`src/hw/rtl/assert_macros.svh`:
```
// ----------------------------------------------------------------------------
// assertion macros
// shared concurrent assertion forms for the key press classifier
// ----------------------------------------------------------------------------
`ifndef ASSERT_MACROS_SVH
`define ASSERT_MACROS_SVH

// property checked at every clock edge outside reset
`define ASSERT_CLK(label, clk, rst_n, prop, msg) \
    label: assert property (@(posedge clk) disable iff (!rst_n) (prop)) \
        else $error(msg);

// condition in this cycle implies a result in the next cycle
`define ASSERT_NEXT(label, clk, rst_n, cond, consq, msg) \
    label: assert property (@(posedge clk) disable iff (!rst_n) (cond) |=> (consq)) \
        else $error(msg);

`endif

```
`src/hw/rtl/kpc_pkg.sv`:
```
// ----------------------------------------------------------------------------
// kpc_pkg
// widths, reset values, codes and types of the key press classifier
// ----------------------------------------------------------------------------
`default_nettype none

package kpc_pkg;

    localparam int DEBOUNCE_W = 10;
    localparam int TICKS_W    = 16;
    localparam int CLICKS_W   = 8;
    localparam int EVENT_W    = 2;
    localparam int CFG_IDX_W  = 2;
    localparam int CFG_DATA_W = 16;

    localparam logic [DEBOUNCE_W-1:0] DEBOUNCE_RST = 10'd50;
    localparam logic [TICKS_W-1:0]    LONG_RST     = 16'd2000;
    localparam logic [TICKS_W-1:0]    GAP_RST      = 16'd400;

    localparam logic [DEBOUNCE_W-1:0] DEBOUNCE_MAX = '1;
    localparam logic [TICKS_W-1:0]    TICKS_MAX    = '1;
    localparam logic [CLICKS_W-1:0]   CLICKS_MAX   = '1;

    localparam logic [EVENT_W-1:0] EV_NONE  = 2'd0;
    localparam logic [EVENT_W-1:0] EV_SHORT = 2'd1;
    localparam logic [EVENT_W-1:0] EV_LONG  = 2'd2;

    localparam logic [CFG_IDX_W-1:0] CFG_DEBOUNCE = 2'd0;
    localparam logic [CFG_IDX_W-1:0] CFG_LONG     = 2'd1;
    localparam logic [CFG_IDX_W-1:0] CFG_GAP      = 2'd2;

    typedef struct packed {
        logic [DEBOUNCE_W-1:0] debounce_ticks;
        logic [TICKS_W-1:0]    long_press_ticks;
        logic [TICKS_W-1:0]    click_gap_ticks;
    } t_cfg;

    typedef struct packed {
        logic [EVENT_W-1:0]  press_event;
        logic [TICKS_W-1:0]  press_ticks;
        logic                clicks_done;
        logic [CLICKS_W-1:0] click_total;
        logic                stable_key;
    } t_result;

endpackage

`default_nettype wire

```
`src/hw/rtl/kpc_intf.sv`:
```
// ----------------------------------------------------------------------------
// kpc channel interfaces
// key sample, result and configuration write channels
// ----------------------------------------------------------------------------
`default_nettype none

interface kpc_key_if;
    logic valid;
    logic ready;
    logic raw_level;

    modport source (output valid, output raw_level, input ready);
    modport sink   (input valid, input raw_level, output ready);
endinterface

interface kpc_res_if;
    import kpc_pkg::*;

    logic                valid;
    logic                ready;
    logic [EVENT_W-1:0]  press_event;
    logic [TICKS_W-1:0]  press_ticks;
    logic                clicks_done;
    logic [CLICKS_W-1:0] click_total;
    logic                stable_key;

    modport source (
        output valid, output press_event, output press_ticks,
        output clicks_done, output click_total, output stable_key,
        input  ready
    );
    modport sink (
        input  valid, input press_event, input press_ticks,
        input  clicks_done, input click_total, input stable_key,
        output ready
    );
endinterface

interface kpc_cfg_if;
    import kpc_pkg::*;

    logic                  valid;
    logic                  ready;
    logic [CFG_IDX_W-1:0]  index;
    logic [CFG_DATA_W-1:0] data;

    modport source (output valid, output index, output data, input ready);
    modport sink   (input valid, input index, input data, output ready);
endinterface

`default_nettype wire

```
`src/hw/rtl/kpc_cfg.sv`:
```
// ----------------------------------------------------------------------------
// kpc_cfg
// configuration registers: debounce time, long press and click gap thresholds
// ----------------------------------------------------------------------------
`default_nettype none

module kpc_cfg (
    input  logic          i_clk,
    input  logic          i_rst_n,
    input  logic          i_wr,
    input  logic [1:0]    i_index,
    input  logic [15:0]   i_data,
    output kpc_pkg::t_cfg o_cfg
);
    import kpc_pkg::*;

    t_cfg r_cfg;

    always_ff @(posedge i_clk) begin
        if (!i_rst_n) begin
            r_cfg.debounce_ticks   <= DEBOUNCE_RST;
            r_cfg.long_press_ticks <= LONG_RST;
            r_cfg.click_gap_ticks  <= GAP_RST;
        end else if (i_wr) begin
            case (i_index)
                CFG_DEBOUNCE: r_cfg.debounce_ticks   <= i_data[DEBOUNCE_W-1:0];
                CFG_LONG:     r_cfg.long_press_ticks <= i_data[TICKS_W-1:0];
                CFG_GAP:      r_cfg.click_gap_ticks  <= i_data[TICKS_W-1:0];
                default: begin
                end
            endcase
        end
    end

    assign o_cfg = r_cfg;

endmodule

`default_nettype wire

```
`src/hw/rtl/kpc_step.sv`:
```
// ----------------------------------------------------------------------------
// kpc_step
// per-tick state update: debounce, press timing and click sequence tracking
// ----------------------------------------------------------------------------
`default_nettype none

`include "assert_macros.svh"

module kpc_step (
    input  logic             i_clk,
    input  logic             i_rst_n,
    input  logic             i_step,
    input  logic             i_raw,
    input  kpc_pkg::t_cfg    i_cfg,
    output kpc_pkg::t_result o_res
);
    import kpc_pkg::*;

    logic                  r_prev_raw,    n_prev_raw;
    logic                  r_stable,      n_stable;
    logic                  r_db_active,   n_db_active;
    logic [DEBOUNCE_W-1:0] r_db_count,    n_db_count;
    logic [TICKS_W-1:0]    r_press_dur,   n_press_dur;
    logic [CLICKS_W-1:0]   r_click_count, n_click_count;
    logic                  r_ct_active,   n_ct_active;
    logic [TICKS_W-1:0]    r_ct_count,    n_ct_count;
    t_result               res;

    always_comb begin
        n_prev_raw    = i_raw;
        n_stable      = r_stable;
        n_db_active   = r_db_active;
        n_db_count    = r_db_count;
        n_press_dur   = r_press_dur;
        n_click_count = r_click_count;
        n_ct_active   = r_ct_active;
        n_ct_count    = r_ct_count;
        res           = '0;

        // click gap timer
        if (r_ct_active) begin
            if (r_ct_count != TICKS_MAX) begin
                n_ct_count = r_ct_count + 16'd1;
            end
            if (n_ct_count >= i_cfg.click_gap_ticks) begin
                res.clicks_done = 1'b1;
                res.click_total = r_click_count;
                n_click_count   = '0;
                n_ct_active     = 1'b0;
                n_ct_count      = '0;
            end
        end

        if (r_stable && r_press_dur != TICKS_MAX) begin
            n_press_dur = r_press_dur + 16'd1;
        end

        // debounce and release classification
        if (r_db_active) begin
            if (r_db_count != DEBOUNCE_MAX) begin
                n_db_count = r_db_count + 10'd1;
            end
            if (n_db_count >= i_cfg.debounce_ticks) begin
                n_db_active = 1'b0;
                n_db_count  = '0;
                if (i_raw != r_stable) begin
                    n_stable = i_raw;
                    if (i_raw) begin
                        n_press_dur = '0;
                    end else if (n_press_dur >= i_cfg.long_press_ticks) begin
                        res.press_event = EV_LONG;
                        res.press_ticks = n_press_dur;
                        n_click_count   = '0;
                        n_ct_active     = 1'b0;
                        n_ct_count      = '0;
                    end else if (n_press_dur >= {6'd0, i_cfg.debounce_ticks}) begin
                        res.press_event = EV_SHORT;
                        res.press_ticks = n_press_dur;
                        if (n_click_count != CLICKS_MAX) begin
                            n_click_count = n_click_count + 8'd1;
                        end
                        n_ct_active = 1'b1;
                        n_ct_count  = '0;
                    end
                end
            end
        end else if (i_raw != r_prev_raw) begin
            n_db_active = 1'b1;
            n_db_count  = '0;
        end

        res.stable_key = n_stable;
    end

    always_ff @(posedge i_clk) begin
        if (!i_rst_n) begin
            r_prev_raw    <= 1'b0;
            r_stable      <= 1'b0;
            r_db_active   <= 1'b0;
            r_db_count    <= '0;
            r_press_dur   <= '0;
            r_click_count <= '0;
            r_ct_active   <= 1'b0;
            r_ct_count    <= '0;
        end else if (i_step) begin
            r_prev_raw    <= n_prev_raw;
            r_stable      <= n_stable;
            r_db_active   <= n_db_active;
            r_db_count    <= n_db_count;
            r_press_dur   <= n_press_dur;
            r_click_count <= n_click_count;
            r_ct_active   <= n_ct_active;
            r_ct_count    <= n_ct_count;
        end
    end

    assign o_res = res;

    `ASSERT_NEXT(a_long_clears_clicks, i_clk, i_rst_n, i_step && res.press_event == EV_LONG, r_click_count == 8'd0 && !r_ct_active, "long press left click sequence running")
    `ASSERT_NEXT(a_short_arms_timer, i_clk, i_rst_n, i_step && res.press_event == EV_SHORT, r_ct_active && r_ct_count == 16'd0 && r_click_count != 8'd0, "short press did not start click timer")
    `ASSERT_NEXT(a_event_on_release, i_clk, i_rst_n, i_step && res.press_event != EV_NONE, !r_stable, "press event without stable release")
    `ASSERT_NEXT(a_idle_holds_state, i_clk, i_rst_n, !i_step, $stable(r_stable) && $stable(r_click_count) && $stable(r_press_dur), "state moved without a tick")

endmodule

`default_nettype wire

```
`src/hw/rtl/key_press_classifier.sv`:
```
// ----------------------------------------------------------------------------
// key_press_classifier
// debounced key with short press, long press and multi-click detection
// ----------------------------------------------------------------------------
// usage:
//   i_key carries one raw key sample per millisecond tick (raw_level).
//   o_res returns exactly one result per sample: press event and duration,
//   click sequence end with its click count, and the debounced key level.
//   i_cfg writes debounce_ticks (index 0), long_press_ticks (index 1) and
//   click_gap_ticks (index 2); it is always ready, other indexes are ignored.
//   configuration must be written only while no request is in flight (unchecked).
// timing:
//   a request is held in the input register until the output register is free,
//   then its result is loaded into the output register, which drives o_res.valid.
//   one request per cycle is sustained while o_res is not stalled; the per-tick
//   update is combinational counter and compare logic.
// reset and stall:
//   synchronous reset clears all key state and loads the default thresholds.
//   while o_res is stalled the input register still takes one more request,
//   after that i_key.ready drops until the result is taken.
// ----------------------------------------------------------------------------
`default_nettype none

module key_press_classifier (
    input  logic      i_clk,
    input  logic      i_rst_n,
    kpc_key_if.sink   i_key,
    kpc_cfg_if.sink   i_cfg,
    kpc_res_if.source o_res
);
    import kpc_pkg::*;

    logic    r_in_valid;
    logic    r_in_raw;
    logic    r_out_valid;
    t_result r_out;
    logic    advance;
    t_cfg    cfg;
    t_result step_res;

    assign advance     = r_in_valid && (!r_out_valid || o_res.ready);
    assign i_key.ready = !r_in_valid || advance;
    assign i_cfg.ready = 1'b1;

    kpc_cfg u_cfg (
        .i_clk   (i_clk),
        .i_rst_n (i_rst_n),
        .i_wr    (i_cfg.valid),
        .i_index (i_cfg.index),
        .i_data  (i_cfg.data),
        .o_cfg   (cfg)
    );

    kpc_step u_step (
        .i_clk   (i_clk),
        .i_rst_n (i_rst_n),
        .i_step  (advance),
        .i_raw   (r_in_raw),
        .i_cfg   (cfg),
        .o_res   (step_res)
    );

    always_ff @(posedge i_clk) begin
        if (!i_rst_n) begin
            r_in_valid  <= 1'b0;
            r_out_valid <= 1'b0;
        end else begin
            if (i_key.valid && i_key.ready) begin
                r_in_valid <= 1'b1;
            end else if (advance) begin
                r_in_valid <= 1'b0;
            end
            if (advance) begin
                r_out_valid <= 1'b1;
            end else if (o_res.ready) begin
                r_out_valid <= 1'b0;
            end
        end
    end

    always_ff @(posedge i_clk) begin
        if (i_key.valid && i_key.ready) begin
            r_in_raw <= i_key.raw_level;
        end
        if (advance) begin
            r_out <= step_res;
        end
    end

    assign o_res.valid       = r_out_valid;
    assign o_res.press_event = r_out.press_event;
    assign o_res.press_ticks = r_out.press_ticks;
    assign o_res.clicks_done = r_out.clicks_done;
    assign o_res.click_total = r_out.click_total;
    assign o_res.stable_key  = r_out.stable_key;

endmodule

`default_nettype wire
```
`src/flat_wrapper.sv`:
```
// flat-port wrapper written by rule: the top's interface ports become plain ports
module key_press_classifier_flat import kpc_pkg::*;
  (i_clk, i_rst_n, i_key_valid, i_key_raw_level, i_key_ready, i_cfg_valid, i_cfg_index, i_cfg_data, i_cfg_ready, o_res_valid, o_res_press_event, o_res_press_ticks, o_res_clicks_done, o_res_click_total, o_res_stable_key, o_res_ready);
  kpc_key_if i_key_i ();
  kpc_cfg_if i_cfg_i ();
  kpc_res_if o_res_i ();
  input  logic i_clk;
  input  logic i_rst_n;
  input wire logic [$bits(i_key_i.valid)-1:0] i_key_valid;
  input wire logic [$bits(i_key_i.raw_level)-1:0] i_key_raw_level;
  output wire logic [$bits(i_key_i.ready)-1:0] i_key_ready;
  input wire logic [$bits(i_cfg_i.valid)-1:0] i_cfg_valid;
  input wire logic [$bits(i_cfg_i.index)-1:0] i_cfg_index;
  input wire logic [$bits(i_cfg_i.data)-1:0] i_cfg_data;
  output wire logic [$bits(i_cfg_i.ready)-1:0] i_cfg_ready;
  output wire logic [$bits(o_res_i.valid)-1:0] o_res_valid;
  output wire logic [$bits(o_res_i.press_event)-1:0] o_res_press_event;
  output wire logic [$bits(o_res_i.press_ticks)-1:0] o_res_press_ticks;
  output wire logic [$bits(o_res_i.clicks_done)-1:0] o_res_clicks_done;
  output wire logic [$bits(o_res_i.click_total)-1:0] o_res_click_total;
  output wire logic [$bits(o_res_i.stable_key)-1:0] o_res_stable_key;
  input wire logic [$bits(o_res_i.ready)-1:0] o_res_ready;
  assign i_key_i.valid = i_key_valid;
  assign i_key_i.raw_level = i_key_raw_level;
  assign i_key_ready = i_key_i.ready;
  assign i_cfg_i.valid = i_cfg_valid;
  assign i_cfg_i.index = i_cfg_index;
  assign i_cfg_i.data = i_cfg_data;
  assign i_cfg_ready = i_cfg_i.ready;
  assign o_res_valid = o_res_i.valid;
  assign o_res_press_event = o_res_i.press_event;
  assign o_res_press_ticks = o_res_i.press_ticks;
  assign o_res_clicks_done = o_res_i.clicks_done;
  assign o_res_click_total = o_res_i.click_total;
  assign o_res_stable_key = o_res_i.stable_key;
  assign o_res_i.ready = o_res_ready;
  key_press_classifier u_core (.i_clk(i_clk), .i_rst_n(i_rst_n), .i_key(i_key_i), .i_cfg(i_cfg_i), .o_res(o_res_i));
endmodule
```
`config.mk`:
```
export PLATFORM = sky130hd
export DESIGN_NAME = key_press_classifier_flat
export DESIGN_NICKNAME = d
export VERILOG_FILES = /design/src/hw/rtl/kpc_pkg.sv /design/src/hw/rtl/kpc_intf.sv /design/src/hw/rtl/kpc_cfg.sv /design/src/hw/rtl/kpc_step.sv /design/src/hw/rtl/key_press_classifier.sv /design/src/flat_wrapper.sv
export VERILOG_INCLUDE_DIRS = /design/src /design/src/hw/rtl
export SDC_FILE = /design/constraint.sdc
export NUM_CORES = 1
export LEC_CHECK = 0
export ABC_AREA = 1
export CAP_MARGIN = 10
export CORE_MARGIN = 5
export CORE_UTILIZATION = 55
export CTS_BUF_LIST = sky130_fd_sc_hd__clkbuf_8 sky130_fd_sc_hd__clkbuf_16
export DETAILED_ROUTE_END_ITERATION = 10
export DONT_BUFFER_PORTS = 1
export PLACE_DENSITY = 0.74
export SLEW_MARGIN = 25
export SYNTH_ARGS = -nofsm -noshare
export SYNTH_HDL_FRONTEND = slang
export SYNTH_SLANG_ARGS = --single-unit
```
`constraint.sdc`:
```
create_clock -name i_clk -period 5.44 [get_ports i_clk]
set_input_delay 0.272 -clock i_clk [delete_from_list [all_inputs] [get_ports i_clk]]
set_output_delay 0.272 -clock i_clk [all_outputs]
set_load 0.02 [all_outputs]
```
==> flow_summary.json <==
{
  "antennaDiodeCount": 0,
  "start_util": 0.554,
  "coreArea_um2": 13700,
  "arrival_ps": 5080,
  "syn_area_um2": 7600,
  "cts_buffer_depth": 2,
  "power.leakage_uw": 0.00359,
  "outcome": "completed",
  "critPathSlowestCell": "dfxtp_1",
  "fmax_mhz": 208,
  "cts_buffers": 17,
  "min_path_type": "in2reg",
  "path_max_fanout": 17,
  "slowest_delay_ps": 380,
  "areaGrowthSynthToFinish_pct": 11.8,
  "finalHoldViolations": 0,
  "ios": 55,
  "synth-edff-count": 29,
  "wire_per_inst_um": 14.4,
  "track_usage": 0.232,
  "nets": 1151,
  "fin_crit_ps": 4810,
  "num_rows": 43,
  "cts_tree": "built",
  "die_x_um": 128,
  "postCtsSetupBuffers": 0,
  "worstSetupEndpointType": "register",
  "cpMostUsedCell": "nand2_1",
  "period_share": 0.885,
  "root_buffer": "clkbuf_16",
  "wl_um": 18200,
  "async_flop_share": 0,
  "fillCellCount": 1203,
  "ys_seq_elements": 127,
  "yosys_warnings": 0,
  "grt_max_degree": 56,
  "p_per_area_nw_per_um2": 288,
  "grt_pass1_vias": 6421,
  "antenna_found_initial": 0,
  "clkLatencyLatePin_ps": 420,
  "start_kind": "register",
  "tightest_slew_ps": 776,
  "htree_num_levels": 4,
  "slew-limit-headroom": 0.477,
  "vias_per_cell": 5.41,
  "grt_pass1_wl_um": 30500,
  "path_clk_slew_ps": 60,
  "drv_slew": 0,
  "vdd_ir_drop_max_mv": 0.193,
  "via_count": 6835,
  "drc": 0,
  "postRouteAntennaNets": 0,
  "drive_gt1_frac": 0.0738,
  "finalSetupTns_ps": 0,
  "crit_type": "reg2reg",
  "die_h_um": 128,
  "numClockSinks": 127,
  "synth_cell_types": 41,
  "crit_required_ps": 5710,
  "multi_input_area_um2": 4010,
  "avgSynthCellArea_um2": 7.12,
  "gp_congestion": 0.897,
  "grt-ovfl-total": 0,
  "seq_area_um2": 2830,
  "ys_seq_area_frac": 0.373,
  "final_util": 0.620,
  "ys.flop_type": "dfxtp_1",
  "power_uw": 2450,
  "first_iter_violations": 669,
  "post-dp-hpwl_um": 12800,
  "drt_pass1_iterations": 6,
  "synthCells": 1067,
  "io_buffers": 0,
  "maxCapViolations": 0,
  "rsz0062_at_grt": "no",
  "setup_violations": 0,
  "dieArea_um2": 16300,
  "skew_ps": 8.27,
  "synth_nets": 1147
}
## layout make-up
type / instances / share of cell area
Clock buffer: 24 / 0.0640
Sequential cell: 127 / 0.333
Inverter: 164 / 0.0733
Clock inverter: 8 / 0.0140
Timing Repair Buffer: 17 / 0.0180
Multi-Input combinational cell: 744 / 0.471
Tap cell: 180 / 0.0265
## Yosys cell counts (2+ instances only)
| library cell | instances | share of area |
|---|---|---|
| clkbuf_1 | 28 | 0.014 |
| a21oi_2 | 11 | 0.013 |
| ha_1 | 56 | 0.092 |
| xnor2_1 | 4 | 0.0046 |
| a2bb2oi_1 | 2 | 0.0023 |
| and3_1 | 2 | 0.0016 |
| o21ai_0 | 65 | 0.043 |
| inv_2 | 4 | 0.0020 |
| edfxtp_1 | 29 | 0.11 |
| nor3_1 | 12 | 0.0079 |
| a31oi_1 | 3 | 0.0025 |
| o211ai_1 | 15 | 0.015 |
| nand4_1 | 15 | 0.012 |
| o22ai_1 | 5 | 0.0041 |
| nand2_2 | 18 | 0.015 |
| inv_1 | 158 | 0.078 |
| dfxtp_1 | 98 | 0.26 |
| nor4_1 | 3 | 0.0025 |
| xor2_1 | 20 | 0.023 |
| nand2_1 | 263 | 0.13 |
| nor2_1 | 92 | 0.045 |
| nor2_4 | 2 | 0.0030 |
| a21oi_1 | 109 | 0.072 |
| nand3_1 | 36 | 0.024 |
## cell families (layout without fill, tap and decap cells)
group / after synthesis / after routing / synth area share
flops: 127 / 127 / 0.373
fa+ha+maj: 56 / 56 / 0.0922
xor+xnor: 25 / 25 / 0.0298
other cells: 1 / 1 / 0.000493
buf+inv: 196 / 213 / 0.101
compound gates: 214 / 214 / 0.156
simple gates: 448 / 448 / 0.248
## what timing repair did
item	CTS	global route
endpoints found under the setup margin	0	2
resized for setup	0	1
hold endpoints to repair	38	0
hold buffers	12	0
## path summary, 6_finish.rpt
kind                                             startpoint                        endpoint  slack (ps)  depth (start not counted)
worst max-delay path            u_core.u_step.r_ct_count[0]  u_core.u_step.r_click_count[5]         630                         35
worst min-delay path                            i_key_valid               u_core.r_in_valid          20                          2
worst max register to register  u_core.u_step.r_ct_count[0]  u_core.u_step.r_click_count[5]         630                         35
worst min register to register       u_core.u_cfg.o_cfg[21]          u_core.u_cfg.o_cfg[21]         470                          2
## placed cells by master (no fill, tap or decap), types with 3 or more instances in the layout
cell           Yosys  layout
clkbuf_8           0       5
nor2_1            92      92
edfxtp_1          29      29
nand2_2           18      18
a21oi_2           11      11
a31oi_1            3       3
a21oi_1          109     109
dfxtp_1           98      98
xnor2_1            4       4
nand3_1           36      36
bufinv_16          0       3
o211ai_1          15      15
ha_1              56      56
inv_2              4       3
xor2_1            20      20
nand2_1          263     263
nor3_1            12      11
clkbuf_16          0      19
buf_4              1       5
dlygate4sd3_1      0      11
nor4_1             3       3
clkinv_2           0       3
o21ai_0           65      65
nand4_1           15      15
inv_1            158     158
o22ai_1            5       5
## layer usage
layer	up-vias	wire length, um	global-route usage
met4	0	365	0.0924
met3	27	1200	0.0577
li1	3469	-	-
met5	-	0	0
met1	3112	8620	0.315
met2	227	7970	0.355
## critical path: cells and delay by family (launching register included)
kind	cells	cell delay (ps)
flops	1	380
fa+ha+maj	3	750
compound gates	4	470
xor+xnor	1	230
buf+inv	4	470
simple gates	23	2360
## through the flow
stage | hold slack, ps | worst slack [ps] | instance area [um2] | instances
final | 21.0 | 627 | 8500 | 1264
after global routing | 5.18 | 114 | 8500 | 1264
after CTS | 5.96 | 614 | 8500 | 1264
after floorplan | 371 | 1400 | 7600 | 1067
after detailed placement | 371 | 641 | 7720 | 1220
after global placement | 371 | 711 | 7720 | 1220
## state kept, by name, summed over array words and instances, names as in the netlist
| register | flops |
|---|---|
| u_core.o_res.click_total | 8 |
| u_core.o_res.clicks_done | 1 |
| u_core.o_res.press_event | 2 |
| u_core.o_res.press_ticks | 16 |
| u_core.o_res.stable_key | 1 |
| u_core.o_res.valid | 1 |
| u_core.r_in_raw | 1 |
| u_core.r_in_valid | 1 |
| u_core.u_cfg.o_cfg | 42 |
| u_core.u_step.r_click_count | 8 |
| u_core.u_step.r_ct_active | 1 |
| u_core.u_step.r_ct_count | 16 |
| u_core.u_step.r_db_active | 1 |
| u_core.u_step.r_db_count | 10 |
| u_core.u_step.r_press_dur | 16 |
| u_core.u_step.r_prev_raw | 1 |
| u_core.u_step.r_stable | 1 |
## report_power, final
group          total [uW]  switching (uW)  internal (uW)
Sequential           1020            24.9            994
Combinational         182             127           54.3
Clock                1250             411            834
Note: power is estimated with default switching activity, not from simulation.
